===== config.mk =====
export PLATFORM = sky130hd
export DESIGN_NAME = tvq_cell
export DESIGN_NICKNAME = d
export VERILOG_FILES = /design/src/rtl/tvq_pkg.sv /design/src/rtl/tvq_ram.sv /design/src/rtl/tvq_cell.sv
export SDC_FILE = /design/constraint.sdc
export NUM_CORES = 1
export LEC_CHECK = 0
export BUFFER_PORTS_ARGS = -buffer_cell sky130_fd_sc_hd__buf_2
export CAP_MARGIN = 30
export CORE_AREA = 2 2 207 128
export CTS_CLUSTER_SIZE = 28
export DETAILED_ROUTE_END_ITERATION = 6
export DIE_AREA = 0 0 209 130
export PLACE_DENSITY = 0.75
export SYNTH_ARGS = -nofsm -noshare
export SYNTH_HDL_FRONTEND = slang
export SYNTH_SLANG_ARGS = --single-unit

===== constraint.sdc =====
create_clock -name clk -period 5 [get_ports clk]
set_input_delay 0.75 -clock clk [delete_from_list [all_inputs] [get_ports clk]]
set_output_delay 0.75 -clock clk [all_outputs]
set_load 0.1 [all_outputs]

===== src/rtl/tvq_pkg.sv =====
// ----------------------------------------------------------------------------
// tvq_pkg: shared types and helpers for the tree VQ color search
// Item and result structs, item kind codes, L1 distance helper.
// ----------------------------------------------------------------------------
package tvq_pkg;

  localparam int CHAN_W  = 8;
  localparam int INDEX_W = 9;
  localparam int DEPTH_W = 4;
  localparam int CODE_W  = 8;
  localparam int DIST_W  = 10;   // 3 * 255 fits

  localparam logic KIND_WRITE = 1'b0;
  localparam logic KIND_QUANT = 1'b1;

  typedef struct packed {
    logic [CHAN_W-1:0] red;
    logic [CHAN_W-1:0] green;
    logic [CHAN_W-1:0] blue;
  } rgb_t;

  typedef struct packed {
    logic               kind;
    logic [INDEX_W-1:0] node_index;
    logic [CHAN_W-1:0]  in_red;
    logic [CHAN_W-1:0]  in_green;
    logic [CHAN_W-1:0]  in_blue;
  } request_t;

  typedef struct packed {
    logic [CHAN_W-1:0] out_red;
    logic [CHAN_W-1:0] out_green;
    logic [CHAN_W-1:0] out_blue;
    logic [CODE_W-1:0] leaf_code;
  } result_t;

  // Item as it travels down the chain of level cells.
  typedef struct packed {
    logic               valid;
    logic               kind;
    logic [INDEX_W-1:0] node_index;
    rgb_t               pixel;
    rgb_t               colour;     // node color reached so far
  } cell_item_t;

  function automatic logic [CHAN_W-1:0] abs_diff(input logic [CHAN_W-1:0] a,
                                                 input logic [CHAN_W-1:0] b);
    abs_diff = (a > b) ? (a - b) : (b - a);
  endfunction

  function automatic logic [DIST_W-1:0] l1_dist(input rgb_t p, input rgb_t c);
    l1_dist = DIST_W'(abs_diff(p.red, c.red))
            + DIST_W'(abs_diff(p.green, c.green))
            + DIST_W'(abs_diff(p.blue, c.blue));
  endfunction

endpackage


===== src/rtl/tvq_ram.sv =====
// ----------------------------------------------------------------------------
// tvq_ram: generic single-port RAM
// One access per cycle (a write also reads out the old word), registered read data.
// ----------------------------------------------------------------------------
module tvq_ram #(
  parameter int WIDTH = 24,
  parameter int DEPTH = 2
) (
  input  logic                     clk,
  input  logic                     we,
  input  logic [$clog2(DEPTH)-1:0] addr,
  input  logic [WIDTH-1:0]         wdata,
  output logic [WIDTH-1:0]         rdata
);

  logic [WIDTH-1:0] mem [DEPTH];

  always_ff @(posedge clk) begin
    if (we) begin
      mem[addr] <= wdata;
    end
    rdata <= mem[addr];
  end

endmodule


===== src/rtl/tvq_cell.sv =====
// ----------------------------------------------------------------------------
// tvq_cell: one tree level of the search chain
// Holds the child colors of one level in two RAMs (left, right), takes node
// writes for that level and steps a quantize item down when depth > LEVEL.
// ----------------------------------------------------------------------------
module tvq_cell
  import tvq_pkg::*;
#(
  parameter int LEVEL     = 0,
  parameter int MAX_DEPTH = 8
) (
  input  logic                 clk,
  input  logic                 rst,
  input  logic [DEPTH_W-1:0]   tree_depth,
  input  cell_item_t           in_item,
  input  logic [MAX_DEPTH-1:0] in_path,
  output cell_item_t           out_item,
  output logic [MAX_DEPTH-1:0] out_path
);

  localparam int AW = (LEVEL == 0) ? 1 : LEVEL;
  localparam logic [DEPTH_W-1:0] LVL = DEPTH_W'(LEVEL);

  cell_item_t           mid_item;
  logic [MAX_DEPTH-1:0] mid_path;
  logic                 wr_here;
  logic                 wr_left;
  logic                 wr_right;
  logic [AW-1:0]        wr_addr;
  logic [AW-1:0]        ram_addr;
  rgb_t                 left_col;
  rgb_t                 right_col;
  logic                 go_right;
  logic                 step;

  // Node n sits on level LEVEL+1 when n >> (LEVEL+1) == 1.
  assign wr_here  = in_item.valid && (in_item.kind == KIND_WRITE) &&
                    ((in_item.node_index >> (LEVEL + 1)) == INDEX_W'(1));
  assign wr_left  = wr_here && !in_item.node_index[0];
  assign wr_right = wr_here && in_item.node_index[0];
  assign wr_addr  = (LEVEL == 0) ? '0 : AW'(in_item.node_index >> 1);
  assign ram_addr = wr_here ? wr_addr : in_path[AW-1:0];

  tvq_ram #(.WIDTH($bits(rgb_t)), .DEPTH(1 << AW)) u_left (
    .clk   (clk),
    .we    (wr_left),
    .addr  (ram_addr),
    .wdata (in_item.pixel),
    .rdata (left_col)
  );

  tvq_ram #(.WIDTH($bits(rgb_t)), .DEPTH(1 << AW)) u_right (
    .clk   (clk),
    .we    (wr_right),
    .addr  (ram_addr),
    .wdata (in_item.pixel),
    .rdata (right_col)
  );

  // Tie goes right.
  assign go_right = !(l1_dist(mid_item.pixel, left_col) <
                      l1_dist(mid_item.pixel, right_col));
  assign step     = mid_item.valid && (mid_item.kind == KIND_QUANT) &&
                    (tree_depth > LVL);

  always_ff @(posedge clk) begin
    if (rst) begin
      mid_item.valid <= 1'b0;
      out_item.valid <= 1'b0;
    end else begin
      mid_item.valid <= in_item.valid;
      out_item.valid <= mid_item.valid;
    end
    mid_item.kind       <= in_item.kind;
    mid_item.node_index <= in_item.node_index;
    mid_item.pixel      <= in_item.pixel;
    mid_item.colour     <= in_item.colour;
    mid_path            <= in_path;
    out_item.kind       <= mid_item.kind;
    out_item.node_index <= mid_item.node_index;
    out_item.pixel      <= mid_item.pixel;
    if (step) begin
      out_item.colour <= go_right ? right_col : left_col;
      out_path        <= (mid_path << 1) | MAX_DEPTH'(go_right);
    end else begin
      out_item.colour <= mid_item.colour;
      out_path        <= mid_path;
    end
  end

endmodule


==> impl_metrics.yaml, run 1 <==
setup_path:
  cp_max_fo: 24
  rrSetupSlack_ns: -0.43
  required_ns: 5.47
  cp-start-kind: "flop"
  reg2reg_from: "mid_item[32]$_DFF_P_"
  cp-end-kind: "flop"
  rr_endpoint: "out_item[3]$_DFF_P_"
  cp.arrival_ns: 5.89
  reg2reg_depth: 24
  critPathKind: "reg -> reg"
detailed_routing:
  drt-initial-drc-count: 636
  drc: 0
  drtAntennaViolNets: 0
  totalWireLength_um: 34200
  routed-via-count: 9717
  first_pass_iters: 6
  vias_per_cell: 5.27
  wire_per_inst_um: 18.6
yosys:
  syn_avg_cell_area_sq_um: 11.5
  synth_warnings: 0
  ys_seq_area_share_pct: 49.5
  post_synth_num_cell_types: 68
  synth_area_sq_um: 13200
  synth_edf_count: 96
  ys_ff_latch: 278
  synth-main-ff-cell: "dfxtp_1"
  async_flop_share_pct: 0
  synthCells: 1143
job:
  drv_cap: 0
timing:
  fmax_mhz: 184
  setup_tns_ns: -9.72
  final.period_utilization_pct: 109
  layout_min_cycle_time_ns: 5.43
  slew_headroom_pct: 55.3
  whs_ns: 0.297
  skew_ns: 0.0134
  rsz0062_at_grt: "true"
  hold_violations: 0
  slew_viol_final: 0
  setup_ws_ns: -0.426
  setup_viol: 25
  tightest_slew_ns: 0.663
placed_design:
  pre_cts_slack_ns: -0.403
  place.gp.congestion: 0.937
  dpl.hpwl_um: 25900
  dpl_cell_area_sq_um: 15500
  port-buffer-count: 139
floorplanning:
  ioPinCount: 140
  rows: 46
  die_w_um: 209
  core-area_sq_um: 25600
  design.die.area_sq_um: 27200
  die_y_um: 130
  initial_core_util_pct: 51.4
layout:
  antennaDiodeCount: 0
  final_util_pct: 64.7
  finalInstanceArea_sq_um: 16600
  drive_above_1_share_pct: 32.3
  syn_to_final_growth_pct: 25.8
  fin_nets: 1705
power_and_ir_drop:
  power_density_nw_per_um2: 665
  max-vdd-ir-drop_uv: 749
  p_leak_nw: 7.62
global_routing:
  grt_pass1_wl_um: 52200
  antenna_found_initial: 0
  grt_pass1_vias: 9518
  overflow: 0
  grt_max_degree: 58
  grt.total_usage_pct: 25.0
clocking:
  cts_htree_levels: 1
  cts_sinks: 278
  insertion_delay_ns: 0.55
  cts-root-buf: "clkbuf_16"
  clockBufferDepth: 3
  path_clk_slew_ns: 0.07
  cts-buffers-inserted: 25
  cts_hold_buf: 0
  cts_tree: "done"
min_path:
  hold_class: "in -> reg"
  min_to: "mid_path[6]$_DFF_P_"
  hold_depth: 1
  hold_start: "in_path[6]"
run_status:
  violations: "negative setup slack"
  status: "complete, but fails checks"
## layer usage
layer	global-route usage, %	routed length, um	vias up
met5	0	0	-
met4	4.03	448	0
met3	6.76	2810	32
met2	36.9	14300	312
met1	37.4	16700	4676
li1	-	-	4697
## cells by family (layout without fill, tap and decap cells)
kind of cell / count (synthesis) / count (layout) / share of synthesized area, %
flops: 278 / 278 / 49.5
compound gates: 253 / 253 / 13.0
xor+xnor: 30 / 30 / 1.99
fa+ha+maj: 143 / 143 / 15.3
simple gates: 177 / 177 / 6.69
mux: 92 / 92 / 7.71
buf+inv: 169 / 486 / 5.76
other cells: 1 / 48 / 0.0285
## synth_stat cells, drive strengths merged, types with 5 or more instances
cell,instances,area share (%)
mux2i,22,1.7
a31oi,40,1.9
or2,5,0.24
o21a,5,0.28
nor2,48,1.4
a211oi,15,0.89
o211ai,10,0.57
ha,113,11
edfxtp,96,22
a21o,38,2.2
nand2,38,1.1
dfxtp,182,28
xor2,17,1.1
fa,30,4.6
xnor2,13,0.86
nand3,36,1.4
mux2,70,6.0
nand4,14,0.66
o21ai,45,1.8
o221ai,5,0.33
a21oi,57,2.4
clkbuf,11,0.32
buf,39,2.0
inv,119,3.4
nand3b,10,0.57
o22ai,6,0.28
## what timing repair did
item / CTS / global route
endpoints found under the hold margin: 0 / 0
gates cloned: 2 / 0
buffers inserted: 7 / 3
resized for setup: 14 / 34
pin swaps: 21 / 14
endpoints found under the setup margin: 25 / 25
## placed cells by master, fill, tap and decap left out, drive strengths merged, types with 22 or more instances in the layout
| cell type | instances |
|---|---|
| a21o | 38 |
| a21oi | 57 |
| dfxtp | 182 |
| fa | 30 |
| nor2 | 48 |
| edfxtp | 96 |
| mux2i | 22 |
| a31oi | 40 |
| inv | 121 |
| clkbuf | 35 |
| conb | 48 |
| buf | 322 |
| mux2 | 70 |
| nand3 | 36 |
| o21ai | 45 |
| ha | 113 |
| nand2 | 38 |
## area by class of cell
| cell class | count | area (sq um) |
|---|---|---|
| tap | 336 | 420 |
| fill | 1988 | 9040 |
| sequential | 278 | 6530 |
| inverter | 119 | 447 |
| multi-input combinational | 743 | 6300 |
| timing repair buffer | 322 | 2140 |
| clock buffer | 35 | 663 |
| clock inverter | 10 | 73.8 |
## worst max path at each step
stage	endpoint	startpoint
4_1_cts	out_item[7]$_DFF_P_	mid_item[32]$_DFF_P_
5_1_grt	out_item[14]$_DFF_P_	mid_item[32]$_DFF_P_
3_5_place_dp	out_item[19]$_DFF_P_	mid_item[40]$_DFF_P_
3_3_place_gp	out_item[23]$_DFF_P_	mid_item[40]$_DFF_P_
2_1_floorplan	out_item[17]$_DFF_P_	mid_item[40]$_DFF_P_
6_report	out_item[3]$_DFF_P_	mid_item[32]$_DFF_P_
## report_power, final
group / internal [mW] / switching, mW
registers: 2.52 / 0.0865
clock network: 0.938 / 0.844
logic: 2.70 / 3.93
total: 6.15 / 4.86
## metrics by stage
stage	power (mW)	instances
after floorplan	6.50	1190
after global placement	8.03	1787
after detailed placement	8.25	1787
after CTS	10.9	1841
after global routing	11.7	1843
final	11.0	1843
## critical path: stages (launching register included)
cell      delay [ns]
dfxtp_2         0.32
inv_2           0.07
buf_6           0.10
ha_4            0.12
inv_2           0.03
fa_2            0.33
a21o_1          0.21
a221oi_4        0.34
a21oi_4         0.11
mux2_4          0.32
fa_1            0.51
ha_2            0.22
fa_2            0.34
a21o_1          0.21
a21oi_2         0.15
nor2b_1         0.07
o21ai_0         0.33
a31oi_4         0.15
ha_4            0.30
nand4_1         0.13
buf_4           0.18
o31ai_4         0.27
buf_12          0.21
o21ai_0         0.10
a31oi_1         0.18
## state kept, by name, summed over array words and instances, names as in the netlist
signal / count
u_left.mem: 48
u_right.rdata: 24
out_path: 8
out_item: 59
u_left.rdata: 24
u_right.mem: 48
mid_item: 59
mid_path: 8
(Power assumes the default switching activity.)
==> inputs of run 2 (changes only) <==
- CORE_AREA: 2 2 207 128 -> 2 2 203 125
- DIE_AREA: 0 0 209 130 -> 0 0 205 127
- clock period: 5 -> 5.25 ns (I/O delays scaled with it)
==> run 2 against run 1 <==
The run still ends with negative setup slack left. Routed wire length increased by 3.7%. Count of clock-buffer cells in the layout unchanged. Critical path depth up 1. Critical endpoint is now out_item[19]$_DFF_P_. Fmax is 0.79% lower.
==> impl_metrics.yaml, run 2 (synthesized netlist as in run 1, its figures left out) <==
run_status:
  status: "complete, but fails checks"
  violations: "negative setup slack"
clocking:
  clockBufferDepth: 3
  cts_htree_levels: 1
  cts-buffers-inserted: 25
  cts_sinks: 278
  path_clk_slew_ns: 0.07
  cts-root-buf: "clkbuf_16"
  cts_tree: "done"
  insertion_delay_ns: 0.55
  cts_hold_buf: 0
global_routing:
  grt_max_degree: 58
  overflow: 0
  grt_pass1_wl_um: 52800
  antenna_found_initial: 0
  grt_pass1_vias: 9677
  grt.total_usage_pct: 26.3
job:
  drv_cap: 0
timing:
  skew_ns: 0.00852
  tightest_slew_ns: 0.655
  setup_viol: 25
  final.period_utilization_pct: 104
  hold_violations: 0
  fmax_mhz: 183
  slew_viol_final: 0
  slew_headroom_pct: 56.3
  layout_min_cycle_time_ns: 5.47
  setup_ws_ns: -0.219
  rsz0062_at_grt: "true"
  whs_ns: 0.322
floorplanning:
  design.die.area_sq_um: 26000
  core-area_sq_um: 24000
  die_y_um: 127
  ioPinCount: 140
  rows: 44
  initial_core_util_pct: 54.9
  die_w_um: 205
detailed_routing:
  drt-initial-drc-count: 759
  first_pass_iters: 6
  drtAntennaViolNets: 0
  vias_per_cell: 5.54
  drc: 0
  wire_per_inst_um: 19.7
  totalWireLength_um: 35500
  routed-via-count: 9999
min_path:
  hold_class: "reg -> reg"
  hold_depth: 0
  hold_start: "mid_item[52]$_DFF_P_"
layout:
  fin_nets: 1679
  layout_common_cells: "dfxtp_1, buf_2, buf_4"
  final_common_cell: "dfxtp_1"
  drive_above_1_share_pct: 35.2
  syn_to_final_growth_pct: 28.9
  reg.largest.list: "mid_item (59), out_item (59)"
  final_util_pct: 70.7
  antennaDiodeCount: 0
setup_path:
  reg2reg_depth: 25
  cp-startpoint: "mid_item[40]$_DFF_P_"
  cp-start-kind: "flop"
  cp_max_fo: 5
  required_ns: 5.73
  cp.arrival_ns: 5.95
  cp-end-kind: "flop"
  critPathKind: "reg -> reg"
  reg2reg_from: "mid_item[40]$_DFF_P_"
power_and_ir_drop:
  p_leak_nw: 7.67
  power_density_nw_per_um2: 733
  max-vdd-ir-drop_uv: 807
placed_design:
  port-buffer-count: 139
  pre_cts_slack_ns: -0.356
  dpl.hpwl_um: 25400
  place.gp.congestion: 0.969
run 2: layout make-up:
| type | count | area [sq um] |
|---|---|---|
| fillers | 1743 | 7020 |
| repair buffers | 296 | 2040 |
| multi-input cells | 743 | 6630 |
| clock inverters | 11 | 200 |
| flip-flops and latches | 278 | 6540 |
| inverters | 119 | 449 |
| well taps | 322 | 403 |
| clock buffers | 35 | 713 |
run 2: per-layer routing:
| metal | up-vias | wire [um] | track usage [%] |
|---|---|---|---|
| met5 | - | 0 | 0 |
| met4 | 0 | 585 | 4.61 |
| met3 | 49 | 3110 | 6.07 |
| met2 | 383 | 15000 | 37.8 |
| met1 | 4912 | 16800 | 40.9 |
| li1 | 4655 | - | - |
run 2: timing repair:
item,in CTS,in global routing
pin swaps,16,49
buffers inserted,12,6
cloned,3,2
setup endpoints to repair,25,25
resized for setup,52,102
run 2: power by group:
group          internal (mW)  switching (mW)  total [mW]
clock network           1.20           0.810        2.01
logic                   3.52            4.43        7.95
registers               2.40          0.0855        2.48
run 2: path summary, 6_finish.rpt:
check                         end  slack (ns)
min reg2reg  out_item[52]$_DFF_P_        0.32
max          out_item[19]$_DFF_P_       -0.22
min          out_item[52]$_DFF_P_        0.32
max reg2reg  out_item[19]$_DFF_P_       -0.22
run 2: through the flow:
| step | instances | total power, mW | instance area [sq um] | TNS, ns |
|---|---|---|---|---|
| 4_1_cts | 1797 | 10.8 | 16400 | -0.409 |
| 6_report | 1804 | 12.4 | 17000 | -4.17 |
| 3_3_place_gp | 1735 | 7.56 | 15200 | -4.44 |
| 3_5_place_dp | 1736 | 7.71 | 15200 | -7.98 |
| 2_1_floorplan | 1190 | 5.98 | 13400 | 0 |
| 5_1_grt | 1804 | 13.0 | 17000 | -8.72 |
run 2: worst max-delay path, stage by stage, from the launching register on:
cell and delay, ns:
dfxtp_2 0.32, inv_2 0.08, ha_4 0.16, inv_1 0.05, fa_2 0.37, a211oi_2 0.26, o31ai_2 0.12, o21bai_1 0.25
buf_4 0.21, buf_4 0.13, mux2i_4 0.24, xor2_2 0.21, fa_1 0.42, ha_1 0.23, or4_1 0.51, o21ai_2 0.09
o21ba_4 0.18, xnor2_1 0.13, ha_1 0.30, nand4_1 0.15, buf_4 0.19, o31ai_4 0.22, buf_6 0.15, buf_4 0.14
o21ai_1 0.08, a31oi_1 0.19
==> inputs of run 3 (changes only) <==
- CORE_AREA: 2 2 203 125 -> 3 3 204 126
- DIE_AREA: 0 0 205 127 -> 0 0 207 129
- TNS_END_PERCENT: not set -> 10
==> run 3 against run 2 <==
The run still ends with negative setup slack left. Critical path depth down 1. Worst hold slack better by 0.0067 ns. Final cell count down 2.2%. Flip-flop and latch count unchanged. First-iteration DRC count up 16%. Clock skew up 0.012 ns. Final area down 4.6%. Via count down 3.7%. Fmax up 2.0%. Utilization down 3.3 points. Global-route usage down 1.5 points.
==> impl_metrics.yaml, run 3 (synthesized netlist as in run 1, its figures left out) <==
timing:
  setup_ws_ns: -0.112
  rsz0062_at_grt: "true"
  setup_viol: 25
  whs_ns: 0.329
  layout_min_cycle_time_ns: 5.36
  slew_viol_final: 0
  setup_tns_ns: -2.10
  tightest_slew_ns: 0.855
  slew_headroom_pct: 42.1
  skew_ns: 0.0202
  fmax_mhz: 187
  final.period_utilization_pct: 102
  hold_violations: 0
setup_path:
  timing.critical_path.mode_cell: "buf_4"
  cp_cell_sequence: "inv_1 -> ha_1 -> buf_4 -> nand4_1 -> or2_2 -> nand2_1 -> buf_4 -> o221ai_1 -> buf_4 -> fa_1 -> inv_1 -> ha_1 -> a21o_1 -> a21oi_2 -> o21ai_0 -> o21ba_2 -> xnor2_1 -> ha_1 -> nand4_1 -> buf_4 -> or2_2 -> buf_6 -> nand3_1 -> a31oi_1"
  reg2reg_from: "mid_item[26]$_DFF_P_"
  slowest_delay_ns: 0.60
  cp.arrival_ns: 5.77
  critPathKind: "reg -> reg"
  crit_slowest_cell: "fa_1"
  required_ns: 5.66
  rr_endpoint: "out_item[20]$_DFF_P_"
  reg2reg_depth: 24
  cp-end-kind: "flop"
  rrSetupSlack_ns: -0.11
  path_delay_family: "adder cells"
  critPathBufInv: 7
  cp_max_fo: 13
  cp-start-kind: "flop"
clocking:
  path_clk_slew_ns: 0.07
  cts_sinks: 278
  cts-root-buf: "clkbuf_16"
  insertion_delay_ns: 0.56
  cts_tree: "done"
  cts_hold_buf: 0
  cts-buffers-inserted: 25
  clockBufferDepth: 3
  cts_htree_levels: 1
job:
  drv_cap: 0
placed_design:
  pre_cts_slack_ns: -0.296
  dpl.hpwl_um: 25000
  dp.cells: 1705
  place.gp.congestion: 0.999
  port-buffer-count: 139
  dpl_cell_area_sq_um: 15000
layout:
  final_util_pct: 67.5
  drive_above_1_share_pct: 30.0
  multi_input_area_sq_um: 6300
  finalInstanceArea_sq_um: 16200
  reg.largest.list: "mid_item (59), out_item (59)"
  final_common_cell: "dfxtp_1"
  antennaDiodeCount: 0
  seq_area_sq_um: 6540
  fin_nets: 1640
  layout_common_cells: "dfxtp_1, buf_2, inv_1"
  syn_to_final_growth_pct: 22.9
  n_fill_cell: 1848
  final_cells: 1765
floorplanning:
  design.die.area_sq_um: 26700
  core-area_sq_um: 24000
  rows: 44
  ioPinCount: 140
  die_y_um: 129
  die_w_um: 207
  initial_core_util_pct: 54.9
global_routing:
  overflow: 0
  grt_pass1_vias: 9402
  grt_pass1_wl_um: 52400
  grt_max_degree: 58
  grt.total_usage_pct: 24.9
  antenna_found_initial: 0
min_path:
  hold_class: "reg -> reg"
  min_to: "out_item[56]$_DFF_P_"
  hold_start: "mid_item[56]$_DFF_P_"
  hold_depth: 0
power_and_ir_drop:
  power_density_nw_per_um2: 664
  p_leak_nw: 7.39
  p_sw_mw: 4.59
  pwr-share-comb_pct: 59.8
  clkPwrFrac_pct: 17.1
  max-vdd-ir-drop_uv: 1360
  finalPower_mw: 10.7
  power.share.sequential_pct: 23.1
  internal_power_mw: 6.15
  switching_share_pct: 42.7
detailed_routing:
  drt-initial-drc-count: 879
  first_pass_iters: 5
  drtAntennaViolNets: 0
  drc: 0
  vias_per_cell: 5.46
  totalWireLength_um: 33700
  routed-via-count: 9633
  wire_per_inst_um: 19.1
run_status:
  status: "complete, but fails checks"
  violations: "negative setup slack"
[run 3: cell count changes in the layout (fill, tap and decap cells not counted), sizes merged]
cell / delta
bufinv: -3
buf: -38
clkbuf: -2
bufbuf: +1
clkinv: +1
inv: +2
[run 3: final cells by class]
type	count	share of cell area [%]
well taps	322	2.49
multi-input cells	743	38.9
repair buffers	257	10.4
clock inverters	11	0.773
clock buffers	35	4.28
inverters	119	2.76
flip-flops and latches	278	40.4
[run 3: what timing repair did]
action / in CTS / in global routing
pin swaps: 19 / 29
setup buffers: 7 / 4
gates resized for setup: 45 / 36
endpoints found under the setup margin: 25 / 25
gates cloned: 3 / 0
[run 3: worst max path at each step]
stage	from	endpoint	slack, ns	depth (start not counted)
CTS	mid_item[32]$_DFF_P_	out_item[11]$_DFF_P_	-0.1	24
global route	mid_item[40]$_DFF_P_	out_item[6]$_DFF_P_	-0.36	26
global placement	mid_item[40]$_DFF_P_	out_item[3]$_DFF_P_	-0.15	23
finish	mid_item[26]$_DFF_P_	out_item[20]$_DFF_P_	-0.11	24
detailed placement	mid_item[32]$_DFF_P_	out_item[6]$_DFF_P_	-0.30	22
floorplan	mid_item[40]$_DFF_P_	out_item[10]$_DFF_P_	-0.009	22
[run 3: power groups by stage]
stage               registers, mW  logic (mW)  clock network, mW
finish                       2.48        6.42               1.84
global route                 2.50        6.88               1.96
CTS                          2.49        6.05               1.87
detailed placement           2.53        4.93                  0
global placement             2.53        4.78                  0
floorplan                    3.12        2.86                  0
[run 3: per-layer routing]
metal | GRT usage [%] | share of wire [%]
met2 | 35.8 | 41
met5 | 0 | 0
met1 | 38.9 | 48
met3 | 5.38 | 9.3
met4 | 4.39 | 1.6
